**config.mk**
```make
export PLATFORM = sky130hd
export DESIGN_NAME = button_panel_run_timer
export DESIGN_NICKNAME = d
export VERILOG_FILES = /design/src/sv/bprt_pkg.sv /design/src/sv/button_panel_run_timer.sv /design/src/sv/bprt_step.sv
export SDC_FILE = /design/constraint.sdc
export NUM_CORES = 1
export LEC_CHECK = 0
export BUFFER_PORTS_ARGS = -buffer_cell sky130_fd_sc_hd__buf_4
export CAP_MARGIN = 20
export CORE_AREA = 2 2 154 156
export CTS_BUF_LIST = sky130_fd_sc_hd__clkbuf_4
export CTS_CLUSTER_SIZE = 25
export DETAILED_ROUTE_END_ITERATION = 6
export DIE_AREA = 0 0 156 158
export SLEW_MARGIN = 20
export SYNTH_ARGS = -nofsm -noshare
export SYNTH_HDL_FRONTEND = slang
export SYNTH_HIERARCHICAL = 1
export SYNTH_SLANG_ARGS = --single-unit
```
**constraint.sdc**
```tcl
create_clock -name aclk -period 11.14 [get_ports aclk]
set_clock_uncertainty 0.15 [all_clocks]
set_input_delay 2.228 -clock aclk [delete_from_list [all_inputs] [get_ports aclk]]
set_output_delay 2.228 -clock aclk [all_outputs]
set_load 0.01 [all_outputs]
```
**src/sv/bprt_pkg.sv**
```systemverilog
`timescale 1ns / 1ps

package bprt_pkg;

    localparam int unsigned SPEED_W   = 8;
    localparam int unsigned MINUTES_W = 6;
    localparam int unsigned TIME_W    = 32;
    localparam int unsigned RUN_MS_W  = 22;  // 63 * 60000 fits in 22 bits
    localparam int unsigned CFG_IDX_W = 2;

    localparam logic [RUN_MS_W-1:0]  MS_PER_MINUTE       = RUN_MS_W'(60000);
    localparam logic [SPEED_W-1:0]   SPEED_RESET         = SPEED_W'(15);
    localparam logic [MINUTES_W-1:0] MINUTES_RESET       = MINUTES_W'(5);
    localparam logic [SPEED_W-1:0]   SPEED_MIN_RESET     = SPEED_W'(1);
    localparam logic [SPEED_W-1:0]   SPEED_MAX_RESET     = SPEED_W'(30);
    localparam logic [MINUTES_W-1:0] MINUTES_LIMIT_RESET = MINUTES_W'(10);
    localparam logic [MINUTES_W-1:0] MINUTES_WRAP        = MINUTES_W'(1);

    typedef enum logic [CFG_IDX_W-1:0] {
        CFG_SPEED_MIN     = 2'd0,
        CFG_SPEED_MAX     = 2'd1,
        CFG_MINUTES_LIMIT = 2'd2
    } cfg_idx_t;

    typedef struct packed {
        logic [SPEED_W-1:0]   speed_min;
        logic [SPEED_W-1:0]   speed_max;
        logic [MINUTES_W-1:0] minutes_limit;
    } cfg_t;

    typedef struct packed {
        logic              on_first;
        logic              on_confirm;
        logic              up_first;
        logic              up_confirm;
        logic              down_first;
        logic              down_confirm;
        logic              minutes_first;
        logic              minutes_confirm;
        logic              stop_released;
        logic [TIME_W-1:0] now_ms;
    } item_t;

    typedef struct packed {
        logic                 power;
        logic [SPEED_W-1:0]   speed;
        logic [MINUTES_W-1:0] minutes;
        logic [TIME_W-1:0]    start_time;
        logic                 armed_on;
        logic                 armed_up;
        logic                 armed_down;
        logic                 armed_minutes;
    } state_t;

    typedef struct packed {
        logic                 power_on;
        logic                 drive_active;
        logic [SPEED_W-1:0]   speed_value;
        logic [MINUTES_W-1:0] run_minutes;
    } result_t;

endpackage

```
**src/sv/button_panel_run_timer.sv**
```systemverilog
`timescale 1ns / 1ps

// Button panel and run timer for a timed motor drive. Each input transfer is one pass of
// the control loop: four debounced buttons (first read and confirm read), an emergency
// stop level and a millisecond timestamp; each pass returns exactly one result transfer
// with the power state, whether the drive is active, the clamped speed and the run
// minutes. The block takes one item per clock cycle while the result side keeps up: a
// transfer lands in an input register, the step logic runs between that register and
// the result register, and the panel state is updated at the same edge as the result
// register. While a result waits, one more item can be taken into the input register;
// after that the input stalls until the result is taken. Configuration (speed range and
// minutes limit) is written through the cfg port, which is always ready; writes to an
// unused index are dropped. Write the configuration only while no item is in flight.
module button_panel_run_timer (
    input  logic                                 aclk,
    input  logic                                 aresetn,

    input  logic                                 cfg_valid,
    output logic                                 cfg_ready,
    input  logic [bprt_pkg::CFG_IDX_W-1:0]       cfg_addr,
    input  logic [bprt_pkg::SPEED_W-1:0]         cfg_data,

    input  logic                                 s_valid,
    output logic                                 s_ready,
    input  logic                                 s_on_first,
    input  logic                                 s_on_confirm,
    input  logic                                 s_up_first,
    input  logic                                 s_up_confirm,
    input  logic                                 s_down_first,
    input  logic                                 s_down_confirm,
    input  logic                                 s_minutes_first,
    input  logic                                 s_minutes_confirm,
    input  logic                                 s_stop_released,
    input  logic [bprt_pkg::TIME_W-1:0]          s_now_ms,

    output logic                                 m_valid,
    input  logic                                 m_ready,
    output logic                                 m_power_on,
    output logic                                 m_drive_active,
    output logic [bprt_pkg::SPEED_W-1:0]         m_speed_value,
    output logic [bprt_pkg::MINUTES_W-1:0]       m_run_minutes
);

    bprt_pkg::cfg_t    cfg_reg;
    bprt_pkg::state_t  state_reg;
    bprt_pkg::state_t  state_next;
    bprt_pkg::item_t   item_reg;
    bprt_pkg::item_t   item_in;
    bprt_pkg::result_t result_reg;
    bprt_pkg::result_t result_next;
    logic              in_valid_reg;
    logic              out_valid_reg;
    logic              advance;

    // The step stage moves when it holds an item and the result register is free or
    // being emptied in this cycle.
    assign advance   = in_valid_reg & (~out_valid_reg | m_ready);
    assign s_ready   = ~in_valid_reg | advance;
    assign cfg_ready = 1'b1;

    assign item_in.on_first        = s_on_first;
    assign item_in.on_confirm      = s_on_confirm;
    assign item_in.up_first        = s_up_first;
    assign item_in.up_confirm      = s_up_confirm;
    assign item_in.down_first      = s_down_first;
    assign item_in.down_confirm    = s_down_confirm;
    assign item_in.minutes_first   = s_minutes_first;
    assign item_in.minutes_confirm = s_minutes_confirm;
    assign item_in.stop_released   = s_stop_released;
    assign item_in.now_ms          = s_now_ms;

    bprt_step u_step (
        .item       (item_reg),
        .state      (state_reg),
        .cfg        (cfg_reg),
        .state_next (state_next),
        .result     (result_next)
    );

    // Configuration registers.
    always_ff @(posedge aclk) begin
        if (!aresetn) begin
            cfg_reg.speed_min     <= bprt_pkg::SPEED_MIN_RESET;
            cfg_reg.speed_max     <= bprt_pkg::SPEED_MAX_RESET;
            cfg_reg.minutes_limit <= bprt_pkg::MINUTES_LIMIT_RESET;
        end else if (cfg_valid) begin
            case (bprt_pkg::cfg_idx_t'(cfg_addr))
                bprt_pkg::CFG_SPEED_MIN: begin
                    cfg_reg.speed_min <= cfg_data;
                end
                bprt_pkg::CFG_SPEED_MAX: begin
                    cfg_reg.speed_max <= cfg_data;
                end
                bprt_pkg::CFG_MINUTES_LIMIT: begin
                    cfg_reg.minutes_limit <= cfg_data[bprt_pkg::MINUTES_W-1:0];
                end
                default: begin
                end
            endcase
        end
    end

    // Input register: loaded on every input transfer.
    always_ff @(posedge aclk) begin
        if (!aresetn) begin
            in_valid_reg <= 1'b0;
        end else if (s_valid && s_ready) begin
            in_valid_reg <= 1'b1;
        end else if (advance) begin
            in_valid_reg <= 1'b0;
        end
    end

    always_ff @(posedge aclk) begin
        if (s_valid && s_ready) begin
            item_reg <= item_in;
        end
    end

    // Panel state advances once per item, together with the result register.
    always_ff @(posedge aclk) begin
        if (!aresetn) begin
            state_reg.power         <= 1'b0;
            state_reg.speed         <= bprt_pkg::SPEED_RESET;
            state_reg.minutes       <= bprt_pkg::MINUTES_RESET;
            state_reg.start_time    <= '0;
            state_reg.armed_on      <= 1'b0;
            state_reg.armed_up      <= 1'b0;
            state_reg.armed_down    <= 1'b0;
            state_reg.armed_minutes <= 1'b0;
        end else if (advance) begin
            state_reg <= state_next;
        end
    end

    // Result register.
    always_ff @(posedge aclk) begin
        if (!aresetn) begin
            out_valid_reg <= 1'b0;
        end else if (advance) begin
            out_valid_reg <= 1'b1;
        end else if (m_ready) begin
            out_valid_reg <= 1'b0;
        end
    end

    always_ff @(posedge aclk) begin
        if (advance) begin
            result_reg <= result_next;
        end
    end

    assign m_valid        = out_valid_reg;
    assign m_power_on     = result_reg.power_on;
    assign m_drive_active = result_reg.drive_active;
    assign m_speed_value  = result_reg.speed_value;
    assign m_run_minutes  = result_reg.run_minutes;

endmodule

```
**src/sv/bprt_step.sv**
```systemverilog
`timescale 1ns / 1ps

// One pass of the panel loop: button handling, run timer check and speed clamp.
module bprt_step (
    input  bprt_pkg::item_t   item,
    input  bprt_pkg::state_t  state,
    input  bprt_pkg::cfg_t    cfg,
    output bprt_pkg::state_t  state_next,
    output bprt_pkg::result_t result
);

    logic                                act_on;
    logic                                act_up;
    logic                                act_down;
    logic                                act_minutes;
    logic                                power_btn;
    logic [bprt_pkg::SPEED_W-1:0]        speed_up;
    logic [bprt_pkg::SPEED_W-1:0]        speed_dn;
    logic [bprt_pkg::SPEED_W-1:0]        speed_hi;
    logic [bprt_pkg::SPEED_W-1:0]        speed_clamped;
    logic [bprt_pkg::MINUTES_W:0]        minutes_inc;
    logic [bprt_pkg::MINUTES_W-1:0]      minutes_new;
    logic [bprt_pkg::RUN_MS_W-1:0]       run_ms;
    logic [bprt_pkg::TIME_W-1:0]         elapsed;
    logic                                in_time;

    always_comb begin
        act_on      = item.stop_released & item.on_first & ~state.armed_on & item.on_confirm;
        act_up      = item.stop_released & item.up_first & ~state.armed_up & item.up_confirm;
        act_down    = item.stop_released & item.down_first & ~state.armed_down
                      & item.down_confirm;
        act_minutes = item.stop_released & item.minutes_first & ~state.armed_minutes
                      & item.minutes_confirm;

        power_btn = state.power ^ act_on;

        // Up and down both wrap modulo 256 before the clamp.
        speed_up = act_up ? state.speed + 1'b1 : state.speed;
        speed_dn = act_down ? speed_up - 1'b1 : speed_up;

        // Upper bound first, lower bound second, so an inverted range ends at the minimum.
        speed_hi      = (speed_dn > cfg.speed_max) ? cfg.speed_max : speed_dn;
        speed_clamped = (speed_hi < cfg.speed_min) ? cfg.speed_min : speed_hi;

        minutes_inc = {1'b0, state.minutes} + 1'b1;
        if (!act_minutes) begin
            minutes_new = state.minutes;
        end else if (minutes_inc > {1'b0, cfg.minutes_limit}) begin
            minutes_new = bprt_pkg::MINUTES_WRAP;
        end else begin
            minutes_new = minutes_inc[bprt_pkg::MINUTES_W-1:0];
        end

        run_ms  = bprt_pkg::RUN_MS_W'(minutes_new) * bprt_pkg::MS_PER_MINUTE;
        elapsed = item.now_ms - state.start_time;
        in_time = elapsed < bprt_pkg::TIME_W'(run_ms);

        state_next.power      = power_btn & in_time;
        state_next.speed      = speed_clamped;
        state_next.minutes    = minutes_new;
        // The start time only follows the clock while power is off going into the check.
        state_next.start_time = power_btn ? state.start_time : item.now_ms;

        if (item.stop_released) begin
            state_next.armed_on      = act_on | (state.armed_on & item.on_confirm);
            state_next.armed_up      = item.up_confirm;
            state_next.armed_down    = item.down_confirm;
            state_next.armed_minutes = item.minutes_confirm;
        end else begin
            state_next.armed_on      = state.armed_on;
            state_next.armed_up      = state.armed_up;
            state_next.armed_down    = state.armed_down;
            state_next.armed_minutes = state.armed_minutes;
        end

        result.power_on     = state_next.power;
        result.drive_active = power_btn & in_time;
        result.speed_value  = speed_clamped;
        result.run_minutes  = minutes_new;
    end

endmodule
```
[Word-level counts from Yosys, hierarchy flattened]
Cells that the tools add are included.
Word-level totals
  output and inout port bits: 19
  register bits after elaboration: 131
  word-level logic and storage cells: 82
  input port bits: 56
Operators by class
  $mul: 1
  $lt $le $gt $ge: 4
  muxes and demuxes: 10
  eq/ne operators: 2
  reductions and logical operators: 9
  bitwise operators: 26
  $add $sub $neg: 4
Operators with widths (number)
  less-than comparator 32 x 22 -> 1 bit: 1
  two-way mux 8 bit: 4
  subtractor 32 bit: 1
  multiplier 6 x 11 -> 17 bit (second input constant): 1
  AND 1 bit: 15
  two-way mux 6 bit: 2
  AND reduction 2 bit: 5
  adder 8 x 1 -> 8 bit (second input constant): 1
  greater-than comparator 8 bit: 1
  less-than comparator 8 bit: 1
  subtractor 8 x 1 -> 8 bit (second input constant): 1
  adder 6 x 1 -> 7 bit (second input constant): 1
  greater-than comparator 7 x 6 -> 1 bit: 1
  inverter 1 bit: 7
  two-way mux 1 bit: 4
  nonzero test 2 bit: 2
  bitwise OR 1 bit: 3
  == test 2 x 1 -> 1 bit (second input constant): 1
  == test 2 bit (second input constant): 1
  logical NOT 2 bit: 1
  logical AND 1 bit: 1
  bitwise XOR 1 bit: 1

[Depth between registers and ports, before layout]
Gate-level depths: netlist (run 1).
  depth in word-level cells: 10
  gate-level depth with buffers: 37
  gate-level depth less buffers: 36

[Modules after synthesis]
Netlist (run 1), hierarchy kept.
Modules (own cells, without submodules)
  bprt_step: sequential area each 0.0 um^2, times used 1, cells each 680, area an instance 4864.7 um^2
  button_panel_run_timer: sequential area each 3213.1 um^2, times used 1, cells each 374, area an instance 4655.7 um^2

[Least setup slack after synthesis (run 1)]
OpenSTA, ideal clock, no wires.
  path type: reg2reg
  from: reg state_reg[36] (netlist bit)
  to: reg state_reg[50] (netlist bit)
  arrival time: 7.370 ns
  path slack: 3.548 ns
  clock period less this slack: 7.592 ns
  setup time: 0.072 ns
  stages on the path, launching flop included: 37
  buffers on the path: 1
  data required time: 10.918 ns
  cells stage by stage: dfxtp_1 -> ha_1 -> nand3_1 -> xnor2_1 -> ha_1 -> and3_1 -> nand4_1 -> a21o_1 -> a31o_2 -> o31a_1 -> o21ai_0 -> ha_1 -> inv_1 -> fa_1 -> inv_1 -> ha_1 -> ha_1 -> a21oi_1 -> o21ai_0 -> a21oi_1 -> o21bai_1 -> a41o_1 -> o41ai_1 -> xor2_1 -> ha_1 -> and3_1 -> o21ai_0 -> nand2_1 -> nand3_1 -> a31oi_1 -> nor4_1 -> nand4_1 -> or4_1 -> nor3_2 -> buf_4 -> nand2_1 -> mux2i_1
RTL lines
  from (decl): line button_panel_run_timer.sv:45  | bprt_pkg::state_t state_reg;
  from (signal assigned): line button_panel_run_timer.sv:132  | state_reg <= state_next;

==> results of run 1 <==
## worst min-delay path, stage by stage, from the launching register on
cell	delay, ns
sky130_fd_sc_hd__dfxtp_1	0.33
sky130_fd_sc_hd__nand2_1	0.05
sky130_fd_sc_hd__mux2i_1	0.05
## how the worst min path moves through the flow
stage | start | to | slack [ns] | cells past startpoint
2_1_floorplan | state_reg[10]$_SDFFE_PN0P_ | state_reg[10]$_SDFFE_PN0P_ | 0.28 | 2
3_3_place_gp | state_reg[30]$_SDFFE_PN0P_ | state_reg[30]$_SDFFE_PN0P_ | 0.29 | 2
3_5_place_dp | state_reg[33]$_SDFFE_PN0P_ | state_reg[33]$_SDFFE_PN0P_ | 0.30 | 2
4_1_cts | state_reg[27]$_SDFFE_PN0P_ | state_reg[27]$_SDFFE_PN0P_ | 0.32 | 2
5_1_grt | state_reg[20]$_SDFFE_PN0P_ | state_reg[20]$_SDFFE_PN0P_ | 0.33 | 2
6_report | state_reg[27]$_SDFFE_PN0P_ | state_reg[27]$_SDFFE_PN0P_ | 0.31 | 2
## cells in the mapped netlist, drive strengths merged, types with 3 or more instances
library cell and n:
a41oi 3, mux2 13, inv 97, a31oi 5
dfxtp 75, nand2b 6, nor4 3, buf 34
mux2i 57, o21ai 94, a31o 3, o311ai 6
and2 6, xnor2 29, o31ai 3, and4b 3
nor2 28, nand4 11, nand3 28, a21o 14
ha 109, fa 8, a211oi 8, xor2 30
edfxtp 57, and3 12, nand2 181, nor2b 13
o21bai 4, o21a 3, a21oi 51, clkbuf 20
nor3 9
## metal layers
| metal | vias up | track usage | part of all wire |
|---|---|---|---|
| li1 | 3738 | - | - |
| met1 | 3312 | 0.227 | 0.49 |
| met2 | 112 | 0.277 | 0.46 |
| met3 | 18 | 0.0334 | 0.031 |
| met4 | 0 | 0.0502 | 0.014 |
| met5 | - | 0 | 0 |
## cell type report
type / count / area share
multi-input combinational: 771 / 0.539
antenna: 1 / 0.000239
inverter: 97 / 0.0348
clock buffer: 19 / 0.0136
timing repair buffer: 78 / 0.0560
sequential: 132 / 0.307
clock inverter: 13 / 0.0141
tap: 290 / 0.0347
## where the power goes
part	total (mW)	switching (mW)	leakage, nW	internal [mW]
combinational	0.390	0.219	3.24	0.171
sequential	0.551	0.0164	1.16	0.534
clock	0.341	0.200	0.147	0.141
total	1.28	0.435	4.55	0.847
## cell usage in the layout, fill, tap and decap left out, types with 13 or more instances in the layout
| master | n |
|---|---|
| sky130_fd_sc_hd__xnor2_1 | 28 |
| sky130_fd_sc_hd__clkbuf_4 | 19 |
| sky130_fd_sc_hd__mux2i_1 | 56 |
| sky130_fd_sc_hd__a21o_1 | 14 |
| sky130_fd_sc_hd__o21ai_0 | 75 |
| sky130_fd_sc_hd__nand3_1 | 25 |
| sky130_fd_sc_hd__nor2b_1 | 13 |
| sky130_fd_sc_hd__buf_4 | 78 |
| sky130_fd_sc_hd__nand2_1 | 180 |
| sky130_fd_sc_hd__nor2_1 | 27 |
| sky130_fd_sc_hd__a21oi_1 | 49 |
| sky130_fd_sc_hd__inv_1 | 96 |
| sky130_fd_sc_hd__dfxtp_1 | 75 |
| sky130_fd_sc_hd__xor2_1 | 27 |
| sky130_fd_sc_hd__ha_1 | 109 |
| sky130_fd_sc_hd__edfxtp_1 | 57 |
## logic make-up (layout without fill, tap and decap cells)
kind of cell,count (synthesis),after routing,share of synthesized area
AO/OA/AOI/OAI,213,213,0.141
XOR/XNOR,59,59,0.0578
adder cells (fa/ha/maj),117,117,0.160
buffers and inverters,151,207,0.0729
flip-flops,132,132,0.337
multiplexers,70,70,0.0785
other,1,2,0.000394
AND/OR/NAND/NOR,311,311,0.152
## per-stage QoR
| step | utilization | hold slack (ns) | power [mW] | instances |
|---|---|---|---|---|
| floorplan | - | 0.285 | 0.863 | 1054 |
| global placement | 0.441 | 0.292 | 0.948 | 1368 |
| detailed placement | 0.441 | 0.298 | 0.952 | 1368 |
| CTS | 0.453 | 0.316 | 1.30 | 1400 |
| global route | 0.453 | 0.333 | 1.37 | 1401 |
| finish | 0.453 | 0.315 | 1.28 | 1401 |
==> metrics.txt, run 1 <==
# TYPE chip_impl_metric gauge
chip_impl_metric{name="floorplan.die_area",unit="sq um"} 24600
chip_impl_metric{name="die_width",unit="um"} 156
chip_impl_metric{name="synth.yosys.seq_area_share",unit=""} 0.337
chip_impl_info{name="postSynth.topFlopCell",value="sky130_fd_sc_hd__dfxtp_1"} 1
chip_impl_metric{name="setup-tns-final",unit="ns"} 0
chip_impl_metric{name="synth_enable_flop_cells",unit=""} 57
chip_impl_metric{name="cts_inserted_buffers",unit=""} 17
chip_impl_metric{name="worst-r2r-cell-count",unit=""} 35
chip_impl_metric{name="largest_net_degree_at_the_start_of_global_routing",unit=""} 79
chip_impl_metric{name="syn-cell-area",unit="sq um"} 9520
chip_impl_metric{name="placed_area",unit="sq um"} 10200
chip_impl_metric{name="cp.depth",unit=""} 35
chip_impl_metric{name="postSynthCellCount",unit=""} 1054
chip_impl_info{name="critical-path-top-delay-family",value="compound AO/OA/AOI/OAI gates"} 1
chip_impl_metric{name="max-slew-margin-rel",unit=""} 0.318
chip_impl_metric{name="seqCellArea",unit="sq um"} 3210
chip_impl_metric{name="vias",unit=""} 7180
chip_impl_info{name="cp_slowest_cell",value="sky130_fd_sc_hd__o21ai_0"} 1
chip_impl_metric{name="endpoints_failing_hold",unit=""} 0
chip_impl_metric{name="postCtsHoldBufs",unit=""} 0
chip_impl_metric{name="routedWlPerCell",unit="um"} 14.3
chip_impl_metric{name="dr.first_iter.drc_count",unit=""} 273
chip_impl_metric{name="ioPinCount",unit=""} 75
chip_impl_info{name="hold_path.class",value="reg -> reg"} 1
chip_impl_metric{name="synthDistinctLibCells",unit=""} 73
chip_impl_metric{name="largest_reg_flops",unit=""} 51
chip_impl_metric{name="worst_path_arrival",unit="ns"} 8.63
chip_impl_metric{name="place_hpwl",unit="um"} 15100
chip_impl_metric{name="leakage",unit="nW"} 4.55
chip_impl_metric{name="htree_levels",unit=""} 4
chip_impl_metric{name="antenna_found_initial",unit=""} 1
chip_impl_metric{name="drt_first_pass_iters",unit=""} 7
chip_impl_metric{name="port_buffers",unit=""} 73
chip_impl_metric{name="synth_async_sr_flop_share",unit=""} 0
chip_impl_metric{name="synth_area_per_cell",unit="sq um"} 9.03
chip_impl_info{name="yosys.area.top_type",value="sky130_fd_sc_hd__edfxtp_1"} 1
chip_impl_metric{name="peak_vdd_ir",unit="mV"} 0.0610
chip_impl_info{name="critical_path.startpoint",value="state_reg[36]$_SDFFE_PN1P_"} 1
chip_impl_info{name="synth_top_cells_by_area",value="sky130_fd_sc_hd__edfxtp_1, sky130_fd_sc_hd__dfxtp_1, sky130_fd_sc_hd__ha_1, sky130_fd_sc_hd__nand2_1, sky130_fd_sc_hd__mux2i_1"} 1
chip_impl_metric{name="synthesis.nets",unit=""} 1227
chip_impl_metric{name="drt-total-wl",unit="um"} 20000
chip_impl_info{name="grt_setup_unrepaired",value="false"} 1
chip_impl_info{name="rr_startpoint",value="state_reg[36]$_SDFFE_PN1P_"} 1
chip_impl_metric{name="crit_path_max_fanout",unit=""} 8
chip_impl_metric{name="number_of_buffers_inserted_to_repair_setup_after_cts",unit=""} 0
chip_impl_metric{name="slowest_delay",unit="ns"} 0.65
chip_impl_metric{name="postLayoutCellArea",unit="sq um"} 10500
chip_impl_metric{name="final_period_minus_worst_setup_slack",unit="ns"} 8.30
chip_impl_metric{name="filler_cell_count",unit=""} 2198
chip_impl_metric{name="synth_warnings",unit=""} 6
chip_impl_info{name="run_status",value="finished clean"} 1
chip_impl_metric{name="pwr_density_cell",unit="nW/um^2"} 123
chip_impl_info{name="ctsRootBufferMaster",value="sky130_fd_sc_hd__clkbuf_4"} 1
chip_impl_metric{name="signed_area_change_from_the_synthesized_netlist_to_the_final_layout",unit="%"} 9.79
chip_impl_metric{name="row_count",unit=""} 56
chip_impl_metric{name="critical_path_required",unit="ns"} 11.47
chip_impl_metric{name="overflow",unit=""} 0
chip_impl_info{name="crit_path_end",value="state_reg[50]$_SDFFE_PN0P_"} 1
chip_impl_info{name="critical_path.most_common_cell",value="sky130_fd_sc_hd__ha_1"} 1
chip_impl_metric{name="fmaxAchievable",unit="MHz"} 120
chip_impl_metric{name="global_route_wire_length_before_repair",unit="um"} 33200
chip_impl_metric{name="place_worst_setup_slack",unit="ns"} 2.87
chip_impl_metric{name="design.final.nets",unit=""} 1270
chip_impl_metric{name="ctsLongestPathBuffers",unit=""} 2
chip_impl_metric{name="drt-vias-per-instance",unit=""} 5.12
chip_impl_metric{name="groute.usage.overall",unit=""} 0.169
chip_impl_metric{name="timing.final.setup_violations",unit=""} 0
chip_impl_info{name="setup.worst_path.start_class",value="flop"} 1
chip_impl_metric{name="synth.ff_latch_count",unit=""} 132
chip_impl_metric{name="floorplan.initialDensity",unit=""} 0.413
chip_impl_info{name="regToRegEndpoint",value="state_reg[50]$_SDFFE_PN0P_"} 1
chip_impl_metric{name="critical_path.n_buffers_inverters",unit=""} 2
chip_impl_info{name="cts_tree",value="yes"} 1
chip_impl_metric{name="ctsResizeCount",unit=""} 0
chip_impl_metric{name="floorplan_core_area",unit="sq um"} 23100
chip_impl_metric{name="clk_pin_slew",unit="ns"} 0.12
chip_impl_metric{name="final_layout_size_suffix_gt1_frac",unit=""} 0.141
chip_impl_metric{name="fin_ws",unit="ns"} 2.84
chip_impl_info{name="worst-setup-path-type",value="reg -> reg"} 1
chip_impl_metric{name="residual_drc",unit=""} 0
chip_impl_metric{name="cts.sinks",unit=""} 132
chip_impl_metric{name="tightest_slew",unit="ns"} 1.01
chip_impl_metric{name="worstSkewPairLatency",unit="ns"} 0.55
chip_impl_metric{name="timing.final.max_slew_violations",unit=""} 0
chip_impl_metric{name="max_cap_violations",unit=""} 0
chip_impl_metric{name="timing.final.crit_share",unit=""} 0.745
chip_impl_metric{name="synthDominantCellAreaShare",unit=""} 0.180
chip_impl_metric{name="multi_input_area",unit="sq um"} 5630
chip_impl_metric{name="routability_congestion",unit=""} 0.846
chip_impl_metric{name="grt_pass1_vias",unit=""} 6798
chip_impl_metric{name="die_h",unit="um"} 158
chip_impl_info{name="cp-end-kind",value="flop"} 1
chip_impl_metric{name="antenna_violating_nets_post_route",unit=""} 0
chip_impl_metric{name="r2r_setup_slack",unit="ns"} 2.84
No activity file was read; power rests on OpenSTA's default activity.
==> run 2, diff against run 1 <==
- clock period: 11.14 -> 7.3 ns (I/O delays scaled with it)
==> run 2 against run 1 <==
  * Clock power grew 39%
  * Die area unchanged
  * Cell count up 2.5%
  * First-iteration DRC count grew 22%
  * Fmax grew 15%
  * Global-route usage about the same
  * Routed wire length rose by 2.2%
  * Sequential share of layout area fell by 1.6 points
  * Critical endpoint is now m_drive_active$_DFFE_PP_
==> metrics.txt, run 2 (synthesis gave the netlist of run 1 again) <==
# TYPE chip_impl_metric gauge
chip_impl_metric{name="slowest_delay",unit="ns"} 0.54
chip_impl_metric{name="die_h",unit="um"} 158
chip_impl_metric{name="core_util_final",unit=""} 0.480
chip_impl_metric{name="routability_congestion",unit=""} 0.856
chip_impl_info{name="run_status",value="finished clean"} 1
chip_impl_info{name="cts_tree",value="yes"} 1
chip_impl_metric{name="global_route_wire_length_before_repair",unit="um"} 33500
chip_impl_metric{name="port_buffers",unit=""} 73
chip_impl_metric{name="setup-tns-final",unit="ns"} 0
chip_impl_info{name="grt_setup_unrepaired",value="true"} 1
chip_impl_metric{name="grt_pass1_vias",unit=""} 7069
chip_impl_metric{name="floorplan.die_area",unit="sq um"} 24600
chip_impl_info{name="ctsRootBufferMaster",value="sky130_fd_sc_hd__clkbuf_4"} 1
chip_impl_metric{name="max-slew-margin-rel",unit=""} 0.460
chip_impl_metric{name="postLayoutCellArea",unit="sq um"} 11100
chip_impl_metric{name="drt-vias-per-instance",unit=""} 5.11
chip_impl_metric{name="place_worst_setup_slack",unit="ns"} -0.158
chip_impl_metric{name="leakage",unit="nW"} 4.75
chip_impl_metric{name="final_layout_size_suffix_gt1_frac",unit=""} 0.210
chip_impl_metric{name="pwr_density_cell",unit="nW/um^2"} 180
chip_impl_metric{name="postCtsHoldBufs",unit=""} 0
chip_impl_metric{name="cts_inserted_buffers",unit=""} 17
chip_impl_metric{name="largest_reg_flops",unit=""} 51
chip_impl_info{name="cp-end-kind",value="flop"} 1
chip_impl_metric{name="design.final.nets",unit=""} 1305
chip_impl_metric{name="worst_path_arrival",unit="ns"} 7.50
chip_impl_metric{name="finalNonFillerCells",unit=""} 1436
chip_impl_metric{name="antenna_found_initial",unit=""} 1
chip_impl_metric{name="timing.final.max_slew_violations",unit=""} 0
chip_impl_info{name="cp_slowest_cell",value="sky130_fd_sc_hd__fa_1"} 1
chip_impl_metric{name="ctsLongestPathBuffers",unit=""} 2
chip_impl_metric{name="place_hpwl",unit="um"} 15100
chip_impl_metric{name="crit_path_max_fanout",unit=""} 5
chip_impl_metric{name="peak_vdd_ir",unit="mV"} 0.115
chip_impl_metric{name="antenna_violating_nets_post_route",unit=""} 0
chip_impl_metric{name="endpoints_failing_hold",unit=""} 0
chip_impl_metric{name="max_cap_violations",unit=""} 0
chip_impl_info{name="worst-setup-path-type",value="reg -> reg"} 1
chip_impl_metric{name="drt_first_pass_iters",unit=""} 4
chip_impl_info{name="mostFrequentLayoutCell",value="sky130_fd_sc_hd__nand2_1"} 1
chip_impl_metric{name="routedWlPerCell",unit="um"} 14.2
chip_impl_metric{name="placed_area",unit="sq um"} 10300
chip_impl_info{name="hold_path.class",value="reg -> reg"} 1
chip_impl_info{name="setup.worst_path.start_class",value="flop"} 1
chip_impl_metric{name="die_width",unit="um"} 156
chip_impl_metric{name="filler_cell_count",unit=""} 2199
chip_impl_metric{name="tightest_slew",unit="ns"} 0.809
chip_impl_metric{name="placedCellCount",unit=""} 1388
chip_impl_info{name="layout.cells.most_common_list",value="sky130_fd_sc_hd__nand2_1, sky130_fd_sc_hd__buf_4, sky130_fd_sc_hd__ha_1, sky130_fd_sc_hd__inv_1, sky130_fd_sc_hd__dfxtp_1"} 1
chip_impl_metric{name="vias",unit=""} 7340
chip_impl_metric{name="final_period_minus_worst_setup_slack",unit="ns"} 7.23
chip_impl_metric{name="total_power",unit="mW"} 1.99
chip_impl_metric{name="overflow",unit=""} 0
chip_impl_metric{name="htree_levels",unit=""} 4
chip_impl_metric{name="ioPinCount",unit=""} 75
chip_impl_metric{name="dr.first_iter.drc_count",unit=""} 332
chip_impl_metric{name="cts.sinks",unit=""} 132
chip_impl_metric{name="largest_net_degree_at_the_start_of_global_routing",unit=""} 81
chip_impl_metric{name="worstSkewPairLatency",unit="ns"} 0.56
chip_impl_metric{name="timing.final.crit_share",unit=""} 0.990
chip_impl_metric{name="clk_pin_slew",unit="ns"} 0.12
chip_impl_metric{name="fin_ws",unit="ns"} 0.0743
chip_impl_metric{name="floorplan_core_area",unit="sq um"} 23100
chip_impl_metric{name="signed_area_change_from_the_synthesized_netlist_to_the_final_layout",unit="%"} 16.2
chip_impl_metric{name="drt-total-wl",unit="um"} 20400
chip_impl_metric{name="floorplan.initialDensity",unit=""} 0.413
chip_impl_metric{name="groute.usage.overall",unit=""} 0.170
chip_impl_metric{name="row_count",unit=""} 56
chip_impl_info{name="critical_path.most_common_cell",value="sky130_fd_sc_hd__ha_4"} 1
chip_impl_metric{name="residual_drc",unit=""} 0
chip_impl_metric{name="hold-worst-slack",unit="ns"} 0.312
chip_impl_metric{name="fmaxAchievable",unit="MHz"} 138
chip_impl_metric{name="critical_path_required",unit="ns"} 7.58
chip_impl_metric{name="timing.final.setup_violations",unit=""} 0
==> run 2: changes by cell type in the layout (fill, tap and decap cells not counted), sizes merged <==
cell,delta
buf,+35
bufinv,-1
clkbuf,+1
clkinv,+1
clkinvlp,-1
==> run 2: final timing paths <==
| check | from | endpoint | slack (ns) | cells after the start |
|---|---|---|---|---|
| setup reg to reg | state_reg[36]$_SDFFE_PN1P_ | m_drive_active$_DFFE_PP_ | 0.07 | 34 |
| setup / recovery | state_reg[36]$_SDFFE_PN1P_ | m_drive_active$_DFFE_PP_ | 0.07 | 34 |
| hold / removal | state_reg[24]$_SDFFE_PN0P_ | state_reg[24]$_SDFFE_PN0P_ | 0.31 | 2 |
| hold reg to reg | state_reg[24]$_SDFFE_PN0P_ | state_reg[24]$_SDFFE_PN0P_ | 0.31 | 2 |
==> run 2: cell type report <==
class / instances / area (sq um) / share of cell area
multi-input combinational: 771 / 5990 / 0.542
sequential: 132 / 3220 / 0.291
timing repair buffer: 113 / 863 / 0.0781
inverter: 97 / 364 / 0.0329
tap: 290 / 363 / 0.0328
clock buffer: 20 / 150 / 0.0136
clock inverter: 12 / 105 / 0.00950
antenna: 1 / 2.50 / 0.000226
==> run 2: worst max-delay path, delay by kind of cell, from the launching register on <==
kind	cells	cell delay (ns)
compound gates	9	1.66
simple gates	11	2.14
xor+xnor	2	0.31
buf+inv	6	0.65
fa+ha+maj	6	1.83
flops	1	0.38
==> run 2: where the power goes <==
part | total (mW) | switching, mW | internal [mW]
registers | 0.840 | 0.0245 | 0.815
logic | 0.678 | 0.370 | 0.308
clock network | 0.474 | 0.293 | 0.181
==> run 2: timing repair <==
action / in CTS / in global routing
resized for setup: 10 / 65
pin swaps: 2 / 18
setup endpoints to repair: 3 / 3
hold endpoints to repair: 0 / 0
buffers inserted: 2 / 13
cloned: 0 / 0
==> run 2: metal layers <==
metal	up-vias	share of wire	track usage
li1	3825	-	-
met3	17	0.026	0.0309
met1	3407	0.47	0.217
met2	91	0.49	0.295
met5	-	0	0
met4	0	0.012	0.0459
==> run 3, diff against run 2 <==
- clock period: 7.3 -> 7 ns (I/O delays scaled with it)
==> run 3 against run 2 <==
  * Critical path type unchanged
  * Worst hold slack better by 0.0032 ns
  * Worst setup slack worse by 0.13 ns
  * Non-clock buffer count up 19
  * Largest cell class unchanged
  * Die area unchanged
  * Via count up 0.16%
  * The flow now finishes with violations (setup timing)
  * Highest routed layer unchanged
  * Total power up 8.5%
==> metrics.txt, run 3 (synthesis gave the netlist of run 1 again) <==
# TYPE chip_impl_metric gauge
chip_impl_info{name="rr_startpoint",value="state_reg[37]$_SDFFE_PN0P_"} 1
chip_impl_metric{name="max-slew-margin-rel",unit=""} 0.466
chip_impl_metric{name="crit_path_max_fanout",unit=""} 5
chip_impl_metric{name="floorplan_core_area",unit="sq um"} 23100
chip_impl_info{name="critical_path.startpoint",value="state_reg[37]$_SDFFE_PN0P_"} 1
chip_impl_metric{name="peak_vdd_ir",unit="mV"} 0.119
chip_impl_metric{name="die_width",unit="um"} 156
chip_impl_metric{name="routability_congestion",unit=""} 0.854
chip_impl_info{name="hold_path.class",value="reg -> reg"} 1
chip_impl_metric{name="floorplan.die_area",unit="sq um"} 24600
chip_impl_metric{name="htree_levels",unit=""} 4
chip_impl_metric{name="core_util_final",unit=""} 0.487
chip_impl_info{name="layout.cells.most_common_list",value="sky130_fd_sc_hd__nand2_1, sky130_fd_sc_hd__buf_4, sky130_fd_sc_hd__ha_1, sky130_fd_sc_hd__inv_1, sky130_fd_sc_hd__dfxtp_1"} 1
chip_impl_info{name="mostFrequentLayoutCell",value="sky130_fd_sc_hd__nand2_1"} 1
chip_impl_metric{name="ioPinCount",unit=""} 75
chip_impl_metric{name="final_layout_size_suffix_gt1_frac",unit=""} 0.218
chip_impl_metric{name="max_cap_violations",unit=""} 0
chip_impl_info{name="grt_setup_unrepaired",value="true"} 1
chip_impl_metric{name="drt-total-wl",unit="um"} 20800
chip_impl_metric{name="cts_inserted_buffers",unit=""} 17
chip_impl_metric{name="timing.final.setup_violations",unit=""} 3
chip_impl_info{name="run_status",value="finished, violations left"} 1
chip_impl_metric{name="vias",unit=""} 7352
chip_impl_info{name="worst-setup-path-type",value="reg -> reg"} 1
chip_impl_info{name="critical_path.most_common_cell",value="sky130_fd_sc_hd__ha_4"} 1
chip_impl_metric{name="postCtsHoldBufs",unit=""} 0
chip_impl_metric{name="worst-r2r-cell-count",unit=""} 31
chip_impl_info{name="setup.worst_path.start_class",value="flop"} 1
chip_impl_metric{name="tightest_slew",unit="ns"} 0.801
chip_impl_info{name="cts_tree",value="yes"} 1
chip_impl_metric{name="worst_path_arrival",unit="ns"} 7.41
chip_impl_metric{name="final_period_minus_worst_setup_slack",unit="ns"} 7.05
chip_impl_metric{name="pwr_density_cell",unit="nW/um^2"} 193
chip_impl_metric{name="global_route_wire_length_before_repair",unit="um"} 34900
chip_impl_info{name="ctsRootBufferMaster",value="sky130_fd_sc_hd__clkbuf_4"} 1
chip_impl_metric{name="antenna_found_initial",unit=""} 1
chip_impl_metric{name="fin_ws",unit="ns"} -0.0516
chip_impl_metric{name="signed_area_change_from_the_synthesized_netlist_to_the_final_layout",unit="%"} 17.9
chip_impl_info{name="holdCritStartpoint",value="state_reg[19]$_SDFFE_PN0P_"} 1
chip_impl_metric{name="dr.first_iter.drc_count",unit=""} 360
chip_impl_metric{name="clk_pin_slew",unit="ns"} 0.14
chip_impl_metric{name="hold-worst-slack",unit="ns"} 0.315
chip_impl_metric{name="endpoints_failing_hold",unit=""} 0
chip_impl_metric{name="residual_drc",unit=""} 0
chip_impl_metric{name="floorplan.initialDensity",unit=""} 0.413
chip_impl_metric{name="worstSkewPairLatency",unit="ns"} 0.58
chip_impl_metric{name="place_hpwl",unit="um"} 15500
chip_impl_metric{name="critical_path_required",unit="ns"} 7.36
chip_impl_metric{name="design.final.nets",unit=""} 1324
chip_impl_metric{name="filler_cell_count",unit=""} 2178
chip_impl_metric{name="drt_first_pass_iters",unit=""} 4
chip_impl_metric{name="largest_reg_flops",unit=""} 51
chip_impl_metric{name="total_power",unit="mW"} 2.16
chip_impl_metric{name="antenna_violating_nets_post_route",unit=""} 0
chip_impl_metric{name="leakage",unit="nW"} 4.86
chip_impl_metric{name="port_buffers",unit=""} 73
chip_impl_metric{name="timing.final.crit_share",unit=""} 1.01
chip_impl_info{name="whs_endpoint",value="state_reg[19]$_SDFFE_PN0P_"} 1
chip_impl_info{name="regToRegEndpoint",value="state_reg[50]$_SDFFE_PN0P_"} 1
chip_impl_metric{name="holdPathStages",unit=""} 2
chip_impl_info{name="cp_slowest_cell",value="sky130_fd_sc_hd__or4_4"} 1
chip_impl_metric{name="timing.final.max_slew_violations",unit=""} 0
chip_impl_metric{name="fmaxAchievable",unit="MHz"} 142
chip_impl_metric{name="cts.sinks",unit=""} 132
chip_impl_metric{name="die_h",unit="um"} 158
chip_impl_info{name="failed_checks",value="setup timing"} 1
chip_impl_info{name="cp-end-kind",value="flop"} 1
chip_impl_metric{name="slowest_delay",unit="ns"} 0.54
chip_impl_metric{name="ctsLongestPathBuffers",unit=""} 2
chip_impl_metric{name="grt_pass1_vias",unit=""} 7214
chip_impl_metric{name="overflow",unit=""} 0
chip_impl_metric{name="drt-vias-per-instance",unit=""} 5.05
chip_impl_metric{name="routedWlPerCell",unit="um"} 14.3
chip_impl_metric{name="groute.usage.overall",unit=""} 0.176
chip_impl_metric{name="largest_net_degree_at_the_start_of_global_routing",unit=""} 79
chip_impl_metric{name="row_count",unit=""} 56
chip_impl_metric{name="r2r_setup_slack",unit="ns"} -0.05
-- run 3: cell count changes in the layout (fill, tap and decap cells not counted), moves of 2 or more --
| cell | delta |
|---|---|
| sky130_fd_sc_hd__a21oi_1 | +2 |
| sky130_fd_sc_hd__a21oi_4 | -3 |
| sky130_fd_sc_hd__buf_4 | +23 |
| sky130_fd_sc_hd__buf_6 | -4 |
| sky130_fd_sc_hd__clkbuf_4 | -3 |
| sky130_fd_sc_hd__clkinv_2 | -2 |
| sky130_fd_sc_hd__clkinv_4 | +2 |
| sky130_fd_sc_hd__clkinv_8 | +2 |
| sky130_fd_sc_hd__clkinvlp_4 | -3 |
| sky130_fd_sc_hd__inv_1 | +2 |
| sky130_fd_sc_hd__inv_2 | -2 |
| sky130_fd_sc_hd__inv_4 | -2 |
| sky130_fd_sc_hd__inv_8 | +7 |
| sky130_fd_sc_hd__o21ai_1 | +2 |
-- run 3: worst max-delay path: cells and delay by family (launching register included) --
family | cells | cell delay, ns
AO/OA/AOI/OAI | 9 | 2.03
XOR/XNOR | 2 | 0.32
adder cells (fa/ha/maj) | 7 | 1.98
buffers and inverters | 2 | 0.09
flip-flops | 1 | 0.39
multiplexers | 1 | 0.14
AND/OR/NAND/NOR | 10 | 1.92
-- run 3: metal layers --
metal | up-vias | track usage | routed length, um
li1 | 3857 | - | -
met1 | 3400 | 0.232 | 10200
met2 | 82 | 0.301 | 9810
met3 | 13 | 0.0334 | 533
met4 | 0 | 0.0406 | 174
met5 | - | 0 | 0
-- run 3: what timing repair did --
action                     4_1_cts  5_1_grt
gates resized for setup         19       19
setup endpoints to repair        3        3
pin swaps                       28       33
hold endpoints to repair         0        0
buffers inserted                 3        4
-- run 3: worst max path at each step --
stage / end / slack [ns]
3_5_place_dp: state_reg[50]$_SDFFE_PN0P_ / -0.19
4_1_cts: state_reg[50]$_SDFFE_PN0P_ / -0.08
5_1_grt: state_reg[50]$_SDFFE_PN0P_ / -0.45
2_1_floorplan: state_reg[50]$_SDFFE_PN0P_ / 0.007
6_report: state_reg[50]$_SDFFE_PN0P_ / -0.05
3_3_place_gp: state_reg[50]$_SDFFE_PN0P_ / -0.04
-- run 3: power by group --
part           leakage (nW)  internal [mW]  switching, mW  total, mW
registers              1.16          0.850         0.0256      0.876
clock network         0.180          0.237          0.363      0.600
logic                  3.51          0.317          0.369      0.686
total                  4.86           1.40          0.757       2.16
-- run 3: final cells by class --
| type | instances | area (sq um) | share of cell area |
|---|---|---|---|
| multi-input cells | 771 | 5940 | 0.529 |
| flip-flops and latches | 132 | 3220 | 0.287 |
| repair buffers | 132 | 991 | 0.0883 |
| inverters | 97 | 364 | 0.0324 |
| well taps | 290 | 363 | 0.0323 |
| clock inverters | 15 | 206 | 0.0184 |
| clock buffers | 17 | 128 | 0.0114 |
| diodes | 2 | 5.00 | 0.000446 |
-- run 3: per-stage QoR --
stage,cells,setup WS (ns),cell area (sq um),TNS [ns]
5_1_grt,1456,-0.451,11200,-1.27
3_5_place_dp,1415,-0.190,10700,-0.515
3_3_place_gp,1415,-0.0443,10700,-0.109
2_1_floorplan,1054,0.00706,9660,0
6_report,1456,-0.0516,11200,-0.134
4_1_cts,1450,-0.0771,11100,-0.200
